$ cat config.mk
export PLATFORM = sky130hd
export DESIGN_NAME = msdme_controller
export DESIGN_NICKNAME = d
export VERILOG_FILES = /design/src/rtl/msdme_pkg.sv /design/src/rtl/msdme_controller.sv
export SDC_FILE = /design/constraint.sdc
export NUM_CORES = 1
export LEC_CHECK = 0
export CORE_AREA = 2 2 39 41
export DETAILED_ROUTE_END_ITERATION = 16
export DIE_AREA = 0 0 41 43
export DONT_BUFFER_PORTS = 1
export SLEW_MARGIN = 20
export SYNTH_ARGS = -nofsm -noshare
export SYNTH_HDL_FRONTEND = slang
export SYNTH_SLANG_ARGS = --single-unit
$ cat constraint.sdc
create_clock -name clock -period 3.15 [get_ports clock]
set_input_delay 0.4725 -clock clock [delete_from_list [all_inputs] [get_ports clock]]
set_output_delay 0.4725 -clock clock [all_outputs]
set_load 0.02 [all_outputs]
$ cat src/rtl/msdme_pkg.sv
`timescale 1ns / 1ps
// ----------------------------------------------------------------------------
// msdme_pkg
// Shared types and constants of the despike, median and EMA filter.
// ----------------------------------------------------------------------------
package msdme_pkg;

   localparam int SAMPLE_W   = 32;
   localparam int WEIGHT_W   = 16;
   localparam int TYPE_W     = 8;
   localparam int ID_W       = 8;
   localparam int DIVIDEND_W = 33;
   localparam int DIVISOR_W  = 32;

   localparam logic [WEIGHT_W-1:0] WEIGHT_RESET = 16'd9830;

   localparam logic [TYPE_W-1:0] TYPE_PH         = 8'd1;
   localparam logic [TYPE_W-1:0] TYPE_2          = 8'd2;
   localparam logic [TYPE_W-1:0] TYPE_3          = 8'd3;
   localparam logic [TYPE_W-1:0] TYPE_4          = 8'd4;
   localparam logic [TYPE_W-1:0] TYPE_5          = 8'd5;
   localparam logic [TYPE_W-1:0] TYPE_6          = 8'd6;
   localparam logic [TYPE_W-1:0] TYPE_ULTRASONIC = 8'd7;

   typedef struct packed {
      logic load;
      logic scan;
      logic prime;
      logic limit;
      logic hist;
      logic mul;
      logic add;
      logic div_start;
      logic div_wait;
      logic write;
   } ctrl_cmd_type;

   typedef struct packed {
      logic scan_done;
      logic scan_prime;
      logic prime_last;
      logic hist_done;
      logic time_adv;
      logic div_done;
      logic out_free;
   } ctrl_sts_type;

   // Maximum jump per sample, Q16.16.
   function automatic logic [SAMPLE_W-1:0] max_jump(input logic [TYPE_W-1:0] kind);
      logic [SAMPLE_W-1:0] j;
      case (kind)
         TYPE_PH:         j = 32'd131072;
         TYPE_2:          j = 32'd6553600;
         TYPE_3:          j = 32'd65536000;
         TYPE_4:          j = 32'd196608;
         TYPE_5:          j = 32'd327680;
         TYPE_6:          j = 32'd3276800;
         TYPE_ULTRASONIC: j = 32'd3276800;
         default:         j = 32'd1310720;
      endcase
      return j;
   endfunction

endpackage

$ cat src/rtl/msdme_controller.sv
`timescale 1ns / 1ps
// ----------------------------------------------------------------------------
// msdme_controller
// Sequencer for lookup, priming, update, divide and result hand-off.
// ----------------------------------------------------------------------------
module msdme_controller
   import msdme_pkg::*;
(
   input  logic         clock,
   input  logic         reset,
   input  logic         req_valid,
   output logic         req_ready,
   output ctrl_cmd_type cmd,
   input  ctrl_sts_type sts
);

   localparam logic [3:0] ST_IDLE     = 4'd0;
   localparam logic [3:0] ST_SCAN     = 4'd1;
   localparam logic [3:0] ST_PRIME    = 4'd2;
   localparam logic [3:0] ST_REC_WAIT = 4'd3;
   localparam logic [3:0] ST_LIMIT    = 4'd4;
   localparam logic [3:0] ST_HIST     = 4'd5;
   localparam logic [3:0] ST_MUL      = 4'd6;
   localparam logic [3:0] ST_ADD      = 4'd7;
   localparam logic [3:0] ST_DIV_GO   = 4'd8;
   localparam logic [3:0] ST_DIV_WAIT = 4'd9;
   localparam logic [3:0] ST_WRITE    = 4'd10;

   logic [3:0] state_ff, state_in;

   assign req_ready = (state_ff == ST_IDLE);

   always_comb begin
      state_in = state_ff;
      cmd      = '0;
      case (state_ff)
         ST_IDLE: begin
            if (req_valid) begin
               cmd.load = 1'b1;
               state_in = ST_SCAN;
            end
         end
         ST_SCAN: begin
            cmd.scan = 1'b1;
            if (sts.scan_done) begin
               state_in = sts.scan_prime ? ST_PRIME : ST_REC_WAIT;
            end
         end
         ST_PRIME: begin
            cmd.prime = 1'b1;
            if (sts.prime_last) begin
               state_in = ST_WRITE;
            end
         end
         ST_REC_WAIT: begin
            state_in = ST_LIMIT;
         end
         ST_LIMIT: begin
            cmd.limit = 1'b1;
            state_in  = ST_HIST;
         end
         ST_HIST: begin
            cmd.hist = 1'b1;
            if (sts.hist_done) begin
               state_in = ST_MUL;
            end
         end
         ST_MUL: begin
            cmd.mul  = 1'b1;
            state_in = ST_ADD;
         end
         ST_ADD: begin
            cmd.add  = 1'b1;
            state_in = sts.time_adv ? ST_DIV_GO : ST_WRITE;
         end
         ST_DIV_GO: begin
            cmd.div_start = 1'b1;
            state_in      = ST_DIV_WAIT;
         end
         ST_DIV_WAIT: begin
            cmd.div_wait = 1'b1;
            if (sts.div_done) begin
               state_in = ST_WRITE;
            end
         end
         ST_WRITE: begin
            // hold until the output register is free
            if (sts.out_free) begin
               cmd.write = 1'b1;
               state_in  = ST_IDLE;
            end
         end
         default: begin
            state_in = ST_IDLE;
         end
      endcase
   end

   always_ff @(posedge clock) begin
      if (reset) begin
         state_ff <= ST_IDLE;
      end else begin
         state_ff <= state_in;
      end
   end

endmodule

Word level (Yosys, flattened, before mapping)
Cells that the tools add are included.
{"block": "totals", "inputBits": 10, "output_inout_bits": 11, "regBits": 4, "word_cells": 40}
{"block": "classes", "n_mux": 21, "eq_ne": 16, "n_reduce_logical": 2}
{"cell": "$pmux W4 S11", "count": 1}
{"cell": "$mux W4", "count": 6}
{"cell": "$eq A4 B3 Y1 const B", "count": 4}
{"cell": "$mux W1", "count": 13}
{"cell": "$eq A4 B4 Y1 const B", "count": 3}
{"cell": "$ne A2 B2 Y1 const B", "count": 6}
{"cell": "$eq A4 B2 Y1 const B", "count": 2}
{"cell": "$reduce_and A6 Y1", "count": 1}
{"cell": "$eq A4 B1 Y1 const B", "count": 1}
{"cell": "$logic_not A4 Y1", "count": 1}
{"cell": "$mux W2", "count": 1}

Longest topological paths before layout
Gate-level depths: netlist (run 1).
{"block": "logic_depth", "ltp_word": 3, "ltp_mapped": 5, "depth_no_buf": 4}

Worst setup path after synthesis (run 1)
No wires, ideal clock.
{"block": "synth_path", "path_kind": "reg2out", "startpoint": "reg state_ff[0]", "endpoint": "out cmd[9] (netlist name)", "required_time_ps": 2677, "n_path_buf": 2, "stages_incl_launch_ff": 5, "setup_slack_ps": 1166, "arrival_ps": 1511, "path_cell_list": "dfxtp_1 buf_2 buf_1 nor3_1 and2_1"}
{"item": "start, declared", "line_no": "msdme_controller.sv:29", "text": "logic [3:0] state_ff, state_in;"}
{"item": "start signal, assigned", "line_no": "msdme_controller.sv:103", "text": "state_ff <= state_in;"}
{"item": "end, declared", "line_no": "msdme_controller.sv:13", "text": "output ctrl_cmd_type cmd,"}

==> impl_metrics.py, run 1 <==
metrics = {
    "layout": {
        "final_net_count": 70,
        "reg_top3": "state_ff: 4 flops",
        "area_growth_pct": 4.99,
        "final_core_util": 0.343,
        "drive_gt1_frac": 0.155,
        "antennaDiodeCount": 0,
        "final-instance-count-excl-fill": 74,
        "largest_reg_flops": 4,
        "layout_common_cells": "nand2b_1, nor2_1, nor3_1",
        "top_register": "state_ff",
        "stdcell_area_um2": 474,
    },
    "grt": {
        "grt_pass1_vias": 373,
        "grt-ovfl-total": 0,
        "antenna_found_initial": 0,
        "grt_pass1_wl_um": 1430,
        "grt_start_max_net_pins": 20,
        "grtUsageTotal": 0.119,
    },
    "hold_path": {
        "min_to": "state_ff[2]",
        "hp-start": "reset",
        "hold_class": "in -> reg",
        "holdPathStages": 1,
    },
    "worst_setup_path": {
        "r2r_slack_ps": 1190,
        "critPathSlowestCell": "dfxtp_1",
        "endpoint_kind": "primary output",
        "worst-setup-path-type": "reg -> out",
        "path_max_fanout": 15,
        "worstSetupStartpointType": "flip-flop",
        "arrival_ps": 1580,
        "critical_path.cell_chain": "nand2b_1, nor3_1",
        "critical_path_required_ps": 2680,
        "reg2reg_depth": 4,
        "regToRegEndpoint": "state_ff[1]",
        "r2r_start": "state_ff[0]",
        "crit_path_max_incr_delay_ps": 620,
    },
    "clocking": {
        "clock_latency_ps": 230,
        "cts_buffer_depth": 2,
        "clkSinkCount": 4,
        "cts_buffers": 3,
        "cts_max_level": 1,
        "cts.clk_slew.worst_paths_ps": 30,
        "cts-root-buf": "clkbuf_4",
        "cts_repair_resize_count": 0,
        "post_cts_buffers": 0,
        "hold_buffers": 0,
        "cts_tree": "yes",
    },
    "logic_synthesis": {
        "yosys_warnings": 0,
        "synth_nets": 69,
        "ys_ff_latch": 4,
        "synthCells": 59,
        "synth_area_um2": 452,
        "synth.distinct_cells": 28,
        "ys_seq_area_frac": 0.177,
        "avgSynthCellArea_um2": 7.66,
    },
    "floorplan": {
        "initial_utilization": 0.326,
        "fp-row-count": 14,
        "die-area_mm2": 0.00176,
        "coreArea_mm2": 0.00138,
        "io_pins": 21,
        "die_w_um": 41,
        "fp.dieH_um": 43,
    },
    "timing": {
        "hold_slack_ps": 321,
        "tns_ps": 0,
        "maxSlewHeadroom": 0.560,
        "tightest_slew_ps": 654,
        "setup_viol": 0,
        "rsz0062_at_grt": "no",
        "fmax_mhz": 488,
        "final_hold_viol_count": 0,
        "drv_slew": 0,
        "period_needed_ps": 2050,
        "fin_ws_ps": 1100,
        "finalCritPeriodShare": 0.651,
        "fin_skew_ps": 1.61,
    },
    "route": {
        "wl_per_cell_um": 12.2,
        "drc": 0,
        "drt-pass1-iter-count": 4,
        "drtAntennaViolNets": 0,
        "num_vias": 408,
        "viasPerCell": 5.51,
        "drt_first_iter_violations": 11,
        "routed_wl_um": 900,
    },
    "placement": {
        "dpl_cell_area_um2": 452,
        "pre_cts_slack_ps": 1190,
        "dp_cells": 71,
        "dp_hpwl_um": 719,
        "port_buffers": 0,
        "gp_congestion": 0.758,
    },
    "run_status": {
        "status": "finished clean",
    },
    "power_and_ir_drop": {
        "p_leak_nw": 0.172,
        "total_power_mw": 0.398,
        "peakVddDrop_v": 0.000271,
        "powerDensity_mw_per_mm2": 840,
    },
    "flow_run": {
        "max_cap_viol_count": 0,
    },
}
## where the power goes
group	total, mW	switching (mW)	internal (mW)
clock network	0.0601	0.0177	0.0424
logic	0.216	0.118	0.0988
registers	0.122	0.0561	0.0656
## worst max path at each step
stage                       end   startpoint  slack [ps]
floorplan                cmd[9]  state_ff[0]        1170
global placement    state_ff[1]  state_ff[0]        1210
detailed placement  state_ff[1]  state_ff[0]        1190
CTS                      cmd[0]  state_ff[3]        1070
global route             cmd[0]  state_ff[3]         970
finish                   cmd[0]  state_ff[3]        1100
## cells in the mapped netlist
cell type / count / share of area
a2111oi_4: 2 / 0.12
a211oi_1: 1 / 0.017
a21oi_1: 2 / 0.022
a31o_2: 1 / 0.019
and2_1: 1 / 0.014
and3_4: 1 / 0.025
buf_1: 1 / 0.0083
buf_2: 1 / 0.011
buf_4: 2 / 0.033
clkbuf_1: 1 / 0.0083
dfxtp_1: 4 / 0.18
inv_1: 4 / 0.033
mux2_1: 1 / 0.025
mux2i_1: 1 / 0.022
nand2_1: 3 / 0.025
nand2b_1: 6 / 0.083
nand3_1: 1 / 0.011
nand4bb_1: 1 / 0.025
nor2_1: 6 / 0.050
nor2b_1: 3 / 0.042
nor3_1: 6 / 0.066
nor4_1: 1 / 0.014
o21ai_0: 3 / 0.033
o311ai_0: 1 / 0.019
o31ai_1: 1 / 0.017
o32ai_2: 1 / 0.036
or2_1: 1 / 0.014
or3_1: 2 / 0.028
## per-layer routing
| layer | global-route usage | vias up | wire (um) |
|---|---|---|---|
| met5 | 0 | - | 0 |
| met4 | 0.0600 | 0 | 0 |
| met3 | 0.0576 | 0 | 65 |
| met2 | 0.178 | 13 | 438 |
| met1 | 0.135 | 183 | 396 |
| li1 | - | 212 | - |
## worst max-delay path: cells and delay by family, from the launching register on
family        cells  cell delay, ps
flops             1             620
simple gates      2             720
## final cells by class
cell class,count,area (um^2)
Fill cell,153,910
Multi-Input combinational cell,46,329
Sequential cell,4,80.1
Clock buffer,3,22.5
Tap cell,16,20.0
Inverter,4,15.0
Timing Repair Buffer,1,7.51
## kinds of logic after synthesis
logic type             synth area share
DFF                               0.177
buffers and inverters            0.0941
AOI/OAI and AO/OA                 0.285
muxes                            0.0471
and+or+nand+nor                   0.396
(Power assumes the default switching activity.)
==> run 2, diff against run 1 <==
- clock period: 3.15 -> 1.71 ns (I/O delays scaled with it)
==> impl_metrics.py, run 2 (synthesis gave the netlist of run 1 again) <==
metrics = {
    "grt": {
        "grt_start_max_net_pins": 13,
        "grtUsageTotal": 0.136,
        "grt-ovfl-total": 0,
        "grt_pass1_wl_um": 1610,
        "grt_pass1_vias": 358,
        "antenna_found_initial": 0,
    },
    "worst_setup_path": {
        "worstSetupStartpointType": "flip-flop",
        "worst-setup-path-type": "reg -> out",
        "endpoint_kind": "primary output",
        "critical_path_required_ps": 1450,
        "path_max_fanout": 5,
        "arrival_ps": 1350,
    },
    "clocking": {
        "cts_tree": "yes",
        "cts.clk_slew.worst_paths_ps": 40,
        "cts_buffer_depth": 2,
        "cts_max_level": 1,
        "cts-root-buf": "clkbuf_4",
        "clkSinkCount": 4,
        "clock_latency_ps": 240,
        "post_cts_buffers": 0,
        "cts_buffers": 3,
        "hold_buffers": 0,
    },
    "route": {
        "wl_per_cell_um": 13.3,
        "drtAntennaViolNets": 0,
        "drc": 0,
        "drt-pass1-iter-count": 3,
        "viasPerCell": 5.29,
        "routed_wl_um": 1140,
        "num_vias": 455,
        "drt_first_iter_violations": 7,
    },
    "layout": {
        "final_common_cell": "buf_4",
        "area_growth_pct": 28.3,
        "reg_top3": "state_ff: 4 flops",
        "final_net_count": 82,
        "top_register": "state_ff",
        "layout_common_cells": "buf_4, nand2b_1, nor2_1",
        "antennaDiodeCount": 0,
        "drive_gt1_frac": 0.357,
        "largest_reg_flops": 4,
    },
    "timing": {
        "maxSlewHeadroom": 0.692,
        "finalCritPeriodShare": 0.941,
        "fin_ws_ps": 100,
        "rsz0062_at_grt": "no",
        "hold_slack_ps": 92.0,
        "drv_slew": 0,
        "period_needed_ps": 1610,
        "setup_viol": 0,
        "tns_ps": 0,
        "final_hold_viol_count": 0,
        "fin_skew_ps": 4.54,
        "fmax_mhz": 621,
        "tightest_slew_ps": 458,
    },
    "floorplan": {
        "fp.dieH_um": 43,
        "die_w_um": 41,
        "coreArea_mm2": 0.00138,
        "die-area_mm2": 0.00176,
        "fp-row-count": 14,
        "initial_utilization": 0.326,
        "io_pins": 21,
    },
    "run_status": {
        "status": "finished clean",
    },
    "hold_path": {
        "hold_class": "in -> reg",
    },
    "power_and_ir_drop": {
        "powerDensity_mw_per_mm2": 1550,
        "p_leak_nw": 0.240,
        "peakVddDrop_v": 0.000475,
    },
    "flow_run": {
        "max_cap_viol_count": 0,
    },
    "placement": {
        "gp_congestion": 0.722,
        "dp_hpwl_um": 867,
        "port_buffers": 0,
        "pre_cts_slack_ps": 84.5,
    },
}
[run 2: cell types whose count changed in the layout (fill, tap and decap cells not counted), sizes merged]
| cell | previous run | this run |
|---|---|---|
| buf | 1 | 13 |
[run 2: metal layers]
| metal | up-vias | GRT usage | part of all wire |
|---|---|---|---|
| met2 | 20 | 0.191 | 0.48 |
| met3 | 2 | 0.0628 | 0.088 |
| li1 | 233 | - | - |
| met4 | 0 | 0.0600 | 0.0096 |
| met1 | 200 | 0.173 | 0.43 |
| met5 | - | 0 | 0 |
[run 2: worst paths after layout]
| path | start | endpoint | slack [ps] | cells past startpoint |
|---|---|---|---|---|
| worst max-delay path | state_ff[1] | cmd[9] | 100 | 4 |
| worst min-delay path | reset | state_ff[2] | 90 | 1 |
| worst max register to register | state_ff[2] | state_ff[1] | 100 | 4 |
| worst min register to register | state_ff[0] | state_ff[0] | 690 | 3 |
[run 2: area by class of cell]
class	count	area [um^2]
Multi-Input combinational cell	46	343
Timing Repair Buffer	13	97.6
Sequential cell	4	81.3
Clock buffer	3	22.5
Tap cell	16	20.0
Fill cell	151	805
Inverter	4	15.0
[run 2: what timing repair did]
item                                    CTS  global route
endpoints found under the setup margin    0             4
resized for setup                         0             4
endpoints found under the hold margin     0             0
[run 2: critical path, cell delays in order (launching register included)]
cell and delay [ps]:
dfxtp_1 340, or2_1 280, buf_4 170, nor3_2 130, and2_4 200
[run 2: metrics by stage]
stage | util | power, mW | instance area (um^2) | cells
after detailed placement | 0.395 | 0.758 | 547 | 83
after global routing | 0.419 | 0.974 | 579 | 86
after global placement | 0.395 | 0.750 | 547 | 83
after CTS | 0.411 | 0.886 | 569 | 86
after floorplan | - | 0.581 | 457 | 59
final | 0.419 | 0.897 | 579 | 86
[run 2: report_power, final]
part           internal (mW)  leakage, nW  switching [mW]
clock                 0.0787       0.0138          0.0421
sequential             0.123       0.0330          0.0448
combinational          0.289        0.193           0.319
total                  0.491        0.240           0.406
